===== src/xcr_pkg.sv =====
// Shared types and constants for the XMODEM checksum receiver.
// No dependencies; imported by every module of the block.
`default_nettype none

package xcr_pkg;

    localparam int RECORD_BYTES_DEF = 128;
    localparam int IDX_W            = 7;
    localparam int QUEUE_DEPTH      = 4;
    localparam int QPTR_W           = $clog2(QUEUE_DEPTH);
    localparam int QCNT_W           = $clog2(QUEUE_DEPTH + 1);

    localparam logic [7:0] CODE_ACK  = 8'd6;
    localparam logic [7:0] CODE_NAK  = 8'd21;
    localparam logic [7:0] CODE_EOT  = 8'd4;
    localparam logic [7:0] NAME_STOP = 8'd26;

    localparam logic       REQ_START = 1'b0;
    localparam logic       REQ_BYTE  = 1'b1;

    localparam logic [1:0] KIND_NONE   = 2'd0;
    localparam logic [1:0] KIND_RECORD = 2'd1;
    localparam logic [1:0] KIND_REPLY  = 2'd2;

    typedef struct packed {
        logic       req_type;
        logic [7:0] rx_byte;
    } t_in_item;

    typedef struct packed {
        logic [1:0]       out_kind;
        logic [7:0]       data_byte;
        logic [IDX_W-1:0] byte_index;
        logic             name_char;
        logic [7:0]       reply_byte;
        logic             commit;
        logic             record_is_name;
        logic             end_of_file;
        logic             last;
    } t_out_item;

    typedef struct packed {
        logic      two;
        t_out_item r0;
        t_out_item r1;
    } t_res_pair;

endpackage

`default_nettype wire


===== src/xcr_core.sv =====
// Frame sequencer: holds the protocol state and turns one byte beat into
// one or two results. Depends on xcr_pkg.
`default_nettype none

module xcr_core #(
    parameter int RECORD_BYTES = xcr_pkg::RECORD_BYTES_DEF
) (
    input  wire logic              i_clk,
    input  wire logic              i_rst_n,
    input  wire logic              i_go,
    input  wire xcr_pkg::t_in_item i_item,
    output xcr_pkg::t_res_pair     o_res
);
    import xcr_pkg::*;

    localparam logic [2:0] PH_WAIT  = 3'd0;
    localparam logic [2:0] PH_SKIP  = 3'd1;
    localparam logic [2:0] PH_FRAME = 3'd2;
    localparam logic [2:0] PH_BLOCK = 3'd3;
    localparam logic [2:0] PH_CMPL  = 3'd4;
    localparam logic [2:0] PH_DATA  = 3'd5;
    localparam logic [2:0] PH_CHECK = 3'd6;

    localparam logic [IDX_W-1:0] LAST_IDX = IDX_W'(RECORD_BYTES - 1);

    logic [2:0]       r_phase,      n_phase;
    logic [1:0]       r_skip_left,  n_skip_left;
    logic [IDX_W-1:0] r_byte_count, n_byte_count;
    logic [7:0]       r_sum,        n_sum;
    logic [7:0]       r_block,      n_block;
    logic             r_name_taken, n_name_taken;
    logic             r_name_ended, n_name_ended;

    logic [7:0] b;
    logic       stop;
    logic       is_name;
    t_out_item  blank;

    always_comb begin
        b       = i_item.rx_byte;
        stop    = (b == NAME_STOP) || (b == 8'd0);
        is_name = (r_block == 8'd0) && !r_name_taken;
        blank   = '0;
        blank.last = 1'b1;

        n_phase      = r_phase;
        n_skip_left  = r_skip_left;
        n_byte_count = r_byte_count;
        n_sum        = r_sum;
        n_block      = r_block;
        n_name_taken = r_name_taken;
        n_name_ended = r_name_ended;

        o_res     = '0;
        o_res.r0  = blank;
        o_res.r1  = blank;

        if (i_item.req_type == REQ_START) begin
            n_phase                = PH_SKIP;
            n_skip_left            = 2'd2;
            o_res.r0.out_kind      = KIND_REPLY;
            o_res.r0.reply_byte    = CODE_NAK;
        end else begin
            unique case (r_phase)
                PH_SKIP: begin
                    n_skip_left = r_skip_left - 2'd1;
                    if (n_skip_left == 2'd0) begin
                        n_phase = PH_FRAME;
                    end
                end
                PH_FRAME: begin
                    if (b == CODE_EOT) begin
                        o_res.two              = 1'b1;
                        o_res.r0.out_kind      = KIND_REPLY;
                        o_res.r0.reply_byte    = CODE_ACK;
                        o_res.r0.end_of_file   = 1'b1;
                        o_res.r0.last          = 1'b0;
                        o_res.r1.out_kind      = KIND_REPLY;
                        o_res.r1.reply_byte    = CODE_ACK;
                        o_res.r1.end_of_file   = 1'b1;
                        n_name_taken           = 1'b0;
                        n_phase                = PH_WAIT;
                    end else begin
                        n_phase = PH_BLOCK;
                    end
                end
                PH_BLOCK: begin
                    n_block = b;
                    n_phase = PH_CMPL;
                end
                PH_CMPL: begin
                    n_byte_count = '0;
                    n_sum        = '0;
                    n_name_ended = 1'b0;
                    n_phase      = PH_DATA;
                end
                PH_DATA: begin
                    if (stop) begin
                        n_name_ended = 1'b1;
                    end
                    n_sum                = r_sum + b;
                    o_res.r0.out_kind    = KIND_RECORD;
                    o_res.r0.data_byte   = b;
                    o_res.r0.byte_index  = r_byte_count;
                    o_res.r0.name_char   = is_name && !r_name_ended && !stop;
                    if (r_byte_count >= LAST_IDX) begin
                        n_byte_count = '0;
                        n_phase      = PH_CHECK;
                    end else begin
                        n_byte_count = r_byte_count + 1'b1;
                    end
                end
                PH_CHECK: begin
                    o_res.r0.out_kind = KIND_REPLY;
                    if (b == r_sum) begin
                        if (is_name) begin
                            n_name_taken = 1'b1;
                        end
                        o_res.r0.reply_byte     = CODE_ACK;
                        o_res.r0.commit         = 1'b1;
                        o_res.r0.record_is_name = is_name;
                    end else begin
                        o_res.r0.reply_byte = CODE_NAK;
                    end
                    n_phase = PH_FRAME;
                end
                default: begin
                end
            endcase
        end
    end

    always_ff @(posedge i_clk) begin
        if (!i_rst_n) begin
            r_phase      <= PH_WAIT;
            r_skip_left  <= '0;
            r_byte_count <= '0;
            r_sum        <= '0;
            r_block      <= '0;
            r_name_taken <= 1'b0;
            r_name_ended <= 1'b0;
        end else if (i_go) begin
            r_phase      <= n_phase;
            r_skip_left  <= n_skip_left;
            r_byte_count <= n_byte_count;
            r_sum        <= n_sum;
            r_block      <= n_block;
            r_name_taken <= n_name_taken;
            r_name_ended <= n_name_ended;
        end
    end

endmodule

`default_nettype wire


===== src/xcr_outq.sv =====
// Result queue: takes one or two results per beat, hands out one per beat.
// Depends on xcr_pkg.
`default_nettype none

module xcr_outq (
    input  wire logic               i_clk,
    input  wire logic               i_rst_n,
    input  wire logic               i_wr,
    input  wire xcr_pkg::t_res_pair i_res,
    output logic                    o_room,
    output logic                    o_valid,
    input  wire logic               i_stall,
    output xcr_pkg::t_out_item      o_item
);
    import xcr_pkg::*;

    t_out_item         r_q [QUEUE_DEPTH];
    logic [QPTR_W-1:0] r_wp, n_wp;
    logic [QPTR_W-1:0] r_rp, n_rp;
    logic [QCNT_W-1:0] r_cnt, n_cnt;
    logic              rd;
    logic [QCNT_W-1:0] wr_n;

    always_comb begin
        o_valid = (r_cnt != '0);
        o_item  = r_q[r_rp];
        o_room  = (r_cnt <= QCNT_W'(QUEUE_DEPTH - 2));
        rd      = o_valid && !i_stall;
        wr_n    = i_wr ? (i_res.two ? QCNT_W'(2) : QCNT_W'(1)) : '0;
        n_wp    = r_wp + wr_n[QPTR_W-1:0];
        n_rp    = r_rp + QPTR_W'(rd);
        n_cnt   = r_cnt + wr_n - QCNT_W'(rd);
    end

    always_ff @(posedge i_clk) begin
        if (!i_rst_n) begin
            r_wp  <= '0;
            r_rp  <= '0;
            r_cnt <= '0;
        end else begin
            r_wp  <= n_wp;
            r_rp  <= n_rp;
            r_cnt <= n_cnt;
        end
    end

    always_ff @(posedge i_clk) begin
        if (i_wr) begin
            r_q[r_wp] <= i_res.r0;
            if (i_res.two) begin
                r_q[r_wp + 1'b1] <= i_res.r1;
            end
        end
    end

endmodule

`default_nettype wire


===== src/xmodem_checksum_receiver_top.sv =====
// Top level of the XMODEM checksum receiver: input register, frame
// sequencer and result queue. Depends on xcr_pkg, xcr_core, xcr_outq.
//
//   channel  | handshake                 | beat payload
//   ---------+---------------------------+---------------------
//   input    | i_valid / o_stall         | i_item (t_in_item)
//   result   | o_valid / i_stall         | o_item (t_out_item)
//
// One input beat per cycle while o_stall is low; each beat is processed from
// the input register once the queue has room and gives one result (two for EOT).
// Results drain one per cycle, while i_stall is low, from a four-entry
// queue; the input stalls only while the queue lacks room for two results
// and the input register is full. Synchronous active-low reset returns to
// waiting for a start event and empties the queue.
`default_nettype none

module xmodem_checksum_receiver_top #(
    parameter int RECORD_BYTES = xcr_pkg::RECORD_BYTES_DEF
) (
    input  wire logic              i_clk,
    input  wire logic              i_rst_n,
    input  wire logic              i_valid,
    output logic                   o_stall,
    input  wire xcr_pkg::t_in_item i_item,
    output logic                   o_valid,
    input  wire logic              i_stall,
    output xcr_pkg::t_out_item     o_item
);
    import xcr_pkg::*;

    logic      r_in_valid;
    t_in_item  r_in_item;
    logic      room;
    logic      go;
    t_res_pair res;

    assign go      = r_in_valid && room;
    assign o_stall = r_in_valid && !room;

    always_ff @(posedge i_clk) begin
        if (!i_rst_n) begin
            r_in_valid <= 1'b0;
        end else if (!o_stall) begin
            r_in_valid <= i_valid;
        end
    end

    always_ff @(posedge i_clk) begin
        if (!o_stall && i_valid) begin
            r_in_item <= i_item;
        end
    end

    xcr_core #(
        .RECORD_BYTES(RECORD_BYTES)
    ) u_core (
        .i_clk   (i_clk),
        .i_rst_n (i_rst_n),
        .i_go    (go),
        .i_item  (r_in_item),
        .o_res   (res)
    );

    xcr_outq u_outq (
        .i_clk   (i_clk),
        .i_rst_n (i_rst_n),
        .i_wr    (go),
        .i_res   (res),
        .o_room  (room),
        .o_valid (o_valid),
        .i_stall (i_stall),
        .o_item  (o_item)
    );

endmodule

`default_nettype wire


===== config.mk =====
export PLATFORM = sky130hd
export DESIGN_NAME = xmodem_checksum_receiver_top
export DESIGN_NICKNAME = d
export VERILOG_FILES = /design/src/xcr_pkg.sv /design/src/xcr_core.sv /design/src/xcr_outq.sv /design/src/xmodem_checksum_receiver_top.sv
export SDC_FILE = /design/constraint.sdc
export NUM_CORES = 1
export LEC_CHECK = 0
export BUFFER_PORTS_ARGS = -buffer_cell sky130_fd_sc_hd__buf_2
export CAP_MARGIN = 25
export CORE_MARGIN = 2
export CORE_UTILIZATION = 62
export CTS_CLUSTER_DIAMETER = 30
export DETAILED_ROUTE_END_ITERATION = 12
export PLACE_DENSITY = 0.85
export SYNTH_ARGS = -nofsm -noshare
export SYNTH_HDL_FRONTEND = slang
export SYNTH_HIERARCHICAL = 1
export SYNTH_SLANG_ARGS = --single-unit

===== constraint.sdc =====
create_clock -name i_clk -period 4 [get_ports i_clk]
set_input_delay 0.4 -clock i_clk [delete_from_list [all_inputs] [get_ports i_clk]]
set_output_delay 0.4 -clock i_clk [all_outputs]
set_load 0.01 [all_outputs]

# Word level (Yosys, flattened, before mapping)
# Memories as Yosys holds them, arrays and structs flattened. A register that Yosys moved wholly into a read port is not among the register bits.
# Index checks and enable logic that the tools add are counted.
[word_totals]
ff_bits = 47
latch_bits = 0
ram_bits = 120
mem_bits_ro = 0
in_bits = 13
out_inout_bits = 32
word_cells = 112
n_memories = 1
[mem_list]
columns = ["name", "words", "width", "rd", "rd_clocked_by_memory_dff", "wr", "line", "source"]
rows = [
  ["u_outq.r_q", 4, 30, 1, 1, 2, "xcr_outq.sv:17", "t_out_item r_q [QUEUE_DEPTH];"],
]
[classes]
n_addsub = 8
mul = 0
n_div = 0
order_cmp = 2
n_eq_ne = 17
n_shift = 0
mux = 45
bitwise_logic = 0
n_reduce_logical = 26
[ops]
columns = ["cell", "count"]
rows = [
  ["$mux 16", 2],
  ["$pmux 8 s2", 2],
  ["$mux 8", 3],
  ["$mux 3", 6],
  ["$pmux 3 s6", 1],
  ["$logic_not 8->1", 2],
  ["$mux 2", 8],
  ["$mux 1", 14],
  ["$pmux 7 s2", 1],
  ["$ne 2x1->1 const B", 5],
  ["$eq 3x3->1 const B", 3],
  ["$add 8x8->8", 1],
  ["$eq 8x3->1 const B", 1],
  ["$eq 8x5->1 const B", 1],
  ["$eq 8x8->1", 1],
  ["$mux 4", 2],
  ["$reduce_and 4->1", 2],
  ["$add 7x1->7 const B", 1],
  ["$ge 7x7->1 const B", 1],
  ["$logic_and 1x1->1", 7],
  ["$mux 7", 1],
  ["$ne 7x1->1 const B", 1],
  ["$eq 3x2->1 const B", 2],
  ["$logic_not 1->1", 6],
  ["20 further kinds", 24],
]

# Longest topological paths before layout
[depth]
word_depth = 8
ltp_mapped = 15

# Modules after synthesis
# The synthesis kept the hierarchy.
[by_module_without_submodules]
columns = ["mod", "n_inst", "cells_per_inst", "area_per_inst_um2"]
rows = [
  ["xcr_outq", 1, 342, 6198.4],
  ["xcr_core", 1, 276, 2343.5],
  ["xmodem_checksum_receiver_top", 1, 14, 324.1],
]

# Worst setup path after synthesis
# OpenSTA, ideal clock, no wires.
[synth_timing]
path_type = "flip-flop to flip-flop"
start = "reg r_in_item[1] (netlist name)"
end = "mem u_outq/r_q[2][0] (netlist name) (enable)"
arrival_time_ns = 3.199
path_slack_ns = 0.381
path_stages_with_launch = 8
cell_sequence = "edfxtp_1 -> nor4b_2 -> nand2_1 -> or4_4 -> inv_1 -> buf_4 -> a21oi_1 -> nor2b_1"
[synth_rtl]
columns = ["item", "line", "source"]
rows = [
  ["start, declared", "xmodem_checksum_receiver_top.sv:32", "t_in_item r_in_item;"],
  ["start signal, assigned", "xmodem_checksum_receiver_top.sv:50", "r_in_item <= i_item;"],
  ["end, declared", "xcr_outq.sv:17", ""],
]

# Worst setup path in the final report
[layout_timing]
start = "reg r_in_item[1] (netlist name)"
end = "reg u_outq.r_cnt[2]"
[layout_between]
elab_chain_len = 8
[layout_rtl]
columns = ["item", "line", "source"]
rows = [
  ["$eq 8x3->1", "xcr_core.sv:72", "if (b == CODE_EOT) begin"],
  ["$mux 3", "xcr_core.sv:72", ""],
  ["$mux 1", "xcr_core.sv:64", "unique case (r_phase)"],
  ["$mux 1", "xcr_core.sv:58", "if (i_item.req_type == REQ_START) begin"],
  ["$mux 2", "xcr_outq.sv:29", "wr_n = i_wr ? (i_res.two ? QCNT_W'(2) : QCNT_W'(1)) : '0;"],
  ["$mux 3", "xcr_outq.sv:29", ""],
  ["$add 3x3->3", "xcr_outq.sv:32", "n_cnt = r_cnt + wr_n - QCNT_W'(rd);"],
  ["$sub 3x1->3", "xcr_outq.sv:32", ""],
  ["end signal, assigned", "xcr_outq.sv:43", "r_cnt <= n_cnt;"],
  ["end, declared", "xcr_outq.sv:20", "logic [QCNT_W-1:0] r_cnt, n_cnt;"],
]
# Every way passes these cells.
# A chain may end at the register's enable or synchronous reset.

==> reports/metrics.yaml <==
die:
  initial_core_util_pct: 63.6
  num_io_pins: 45
  die_w_microns: 124
  core-area_sq_um: 13900
  die-area_sq_um: 15300
  die_y_microns: 124
  num_rows: 43
pwr:
  intPower_w: 0.00345
  switching_share_pct: 23.9
  total_power_w: 0.00454
  p_switching_w: 0.00109
  clock_power_share_pct: 40.1
  p_leak_nw: 3.70
  ir_drop_mv: 0.269
  power_frac_comb_pct: 14.9
  share_seq_of_total_power_pct: 45.0
  pwr_density_cell_nw_per_um2: 467
logic_synthesis:
  syn_area_sq_um: 8870
  synth_top_flop_cell: "edfxtp_1"
  synth_top_area_share_pct: 43.7
  post-synth-top-count-cell: "edfxtp_1"
  netlist_top_cells_count: "129 x edfxtp_1, 118 x mux2_2, 40 x buf_4"
  synth_enable_flop_cells: 129
  synth_area_leaders: "edfxtp_1 44%, mux2_2 15%, dfxtp_1 8.6%"
  yosys.cell_types.count: 73
  seq_area_frac_synth_pct: 52.3
  synth_cells: 632
  synthArstFlopShare_pct: 0
  yosysWarnings: 6
  synth_top_area_cell: "edfxtp_1"
  ys_seq_elements: 167
  avgSynthCellArea_sq_um: 14.0
timing:
  worstMarginPinSlew_ns: 0.986
  rsz0062_at_grt: "no"
  clock_skew_ns: 0.00760
  max_freq_mhz: 299
  period_share_pct: 83.7
  setup_viol: 0
  slew_viol_final: 0
  relSlewSlack_pct: 33.6
  final_hold_viol_count: 0
  finalCriticalPeriod_ns: 3.35
  tns_ns: 0
worst_setup_path:
  regToRegEndpoint: "u_outq/r_cnt[2]$_SDFF_PN0_"
  cp-end-kind: "flip-flop"
  cp-startpoint: "r_in_item[1]$_DFFE_PP_"
  path_cells: "nor4b_2 -> nand2_1 -> or4_4 -> inv_1 -> nor2b_1 -> nor3_1 -> nand2b_1 -> ha_1 -> inv_1 -> fa_1 -> xor2_1 -> xnor2_1 -> and2_1"
  reg2reg_slack_ns: 0.65
  startpoint_type: "flip-flop"
  crit_type: "flip-flop to flip-flop"
  reg2reg_from: "r_in_item[1]$_DFFE_PP_"
  slowest_stage: "edfxtp_1"
  critPathArrivalTime_ns: 3.67
  cpPeakStageDelay_ns: 0.51
  reg2reg_depth: 13
  cp_common_cell: "inv_1"
  worstPathMaxFanout: 7
  worstPathRequired_ns: 4.32
place:
  io_buffers: 44
  dp_hpwl_mm: 10.9
  place_area_sq_um: 9060
  place_congestion: 0.896
finish:
  drive_above_1_share_pct: 37.6
  design_area_sq_um: 9710
  antenna_cells: 0
  area_growth_pct: 9.55
  final_net_count: 694
cts:
  cts.repair.resized: 0
  cts_root_buf: "clkbuf_16"
  cts_num_sinks: 167
  clkLatencyLatePin_ns: 0.42
  postCtsSetupRepairBufs: 0
  cts_hold_buf: 0
  clk_pin_slew_ns: 0.06
  h-tree-depth: 4
  cts_made_buffers: 17
  tritoncts: "built"
  cts_max_path_buffers: 2
hold_path:
  whs_path_depth: 1
  worst_hold_startpoint: "i_item[8]"
  hold_path_end: "r_in_item[8]$_DFFE_PP_"
  hold_path.class: "input port to flip-flop"
routing:
  wl_per_cell_microns: 20.3
  drt_pass1_iterations: 5
  vias_per_cell: 6.07
  vias: 5220
  drt_wl_total_mm: 17.4
  drt_iter0_drc: 474
  postRouteAntennaNets: 0
  drc: 0
global_route:
  grt_pass1_vias: 5393
  grt_start_max_net_pins: 43
  track_usage_pct: 24.9
  grt_first_pass_wirelength_mm: 28.2
  antenna_found_initial: 0
  grt.overflow.total: 0
outcome:
  run_status: "complete, no violations"
flow_run:
  drv_cap: 0
[worst max path at each step]
stage                                             to  depth (start not counted)
after floorplan           u_outq/r_q[2][0]$_DFFE_PP_                          7
after global placement    u_outq/r_cnt[2]$_SDFF_PN0_                         13
after detailed placement  u_outq/r_cnt[2]$_SDFF_PN0_                         13
after CTS                 u_outq/r_cnt[2]$_SDFF_PN0_                         13
after global routing      u_outq/r_cnt[2]$_SDFF_PN0_                         13
final                     u_outq/r_cnt[2]$_SDFF_PN0_                         13
[through the flow]
| step | std cells | hold WS [ns] | worst slack (ns) | util (%) |
|---|---|---|---|---|
| after floorplan | 660 | 0.432 | 0.381 | - |
| after global placement | 828 | 0.445 | 0.780 | 65.0 |
| after detailed placement | 828 | 0.461 | 0.706 | 65.0 |
| after CTS | 860 | 0.130 | 0.657 | 69.7 |
| after global routing | 860 | 0.126 | 0.407 | 69.7 |
| final | 860 | 0.151 | 0.652 | 69.7 |
[layout make-up]
type / instances / area (sq um)
inverter: 14 / 52.6
fill: 923 / 4220
tap: 180 / 225
multi-input combinational: 409 / 3790
clock buffer: 17 / 425
timing repair buffer: 58 / 350
clock inverter: 15 / 229
sequential: 167 / 4640
[power by group through the flow]
stage | registers, W | logic, W | clock network, W
floorplan | 0.00202 | 0.000538 | 0
global placement | 0.00207 | 0.000669 | 0
finish | 0.00204 | 0.000677 | 0.00182
detailed placement | 0.00208 | 0.000680 | 0
CTS | 0.00204 | 0.000684 | 0.00184
global route | 0.00206 | 0.000747 | 0.00191
[worst max-delay path: cells and delay by family, from the launching register on]
| kind | cells | cell delay [ns] |
|---|---|---|
| buf+inv | 2 | 0.17 |
| flops | 1 | 0.51 |
| fa+ha+maj | 2 | 0.52 |
| xor+xnor | 2 | 0.28 |
| simple gates | 7 | 1.77 |
[metal layers]
| layer | global-route usage [%] | routed length [microns] |
|---|---|---|
| met1 | 32.1 | 7450 |
| met2 | 41.1 | 8800 |
| met3 | 5.72 | 796 |
| met4 | 9.38 | 391 |
| met5 | 0 | 0 |
[sequential cells by signal (all words and copies together) (netlist names), 2 cells and up]
register / cells
u_outq/r_rp: 2
u_core/r_byte_count: 7
r_in_item: 9
u_outq/r_wp: 2
u_core/r_block: 8
u_outq/r_cnt: 3
u_core/r_skip_left: 2
u_core/r_phase: 3
u_core/r_sum: 8
u_outq/r_q: 120
[layout by cell type, fill, tap and decap left out, types with 4 or more instances in the layout]
master       n
a21boi_1     5
a21o_1       4
a21oi_1     13
a31oi_1      4
and2_1      22
buf_2       44
buf_4       12
bufinv_16    6
clkbuf_16   17
clkinv_2     4
conb_1      30
dfxtp_1     37
edfxtp_1   129
ha_1        12
inv_1       12
mux2_2     118
mux2i_1     10
mux4_2      30
nand2_1     19
nand3_1     13
nand4_1      7
nor2_1      12
nor2b_1     16
nor3_1       6
o21ai_0      9
o21ai_1      5
or3_1        4
xor2_1       6
[kinds of logic after synthesis]
kind of cell | after synthesis | share of synthesized area (%)
other | 2 | 0.0847
multiplexers | 160 | 24.0
flip-flops | 167 | 52.3
adder cells (fa/ha/maj) | 14 | 2.15
buffers and inverters | 84 | 6.27
AO/OA/AOI/OAI | 64 | 5.05
XOR/XNOR | 9 | 0.889
AND/OR/NAND/NOR | 132 | 9.30
Power figures use the tool's default switching activity.
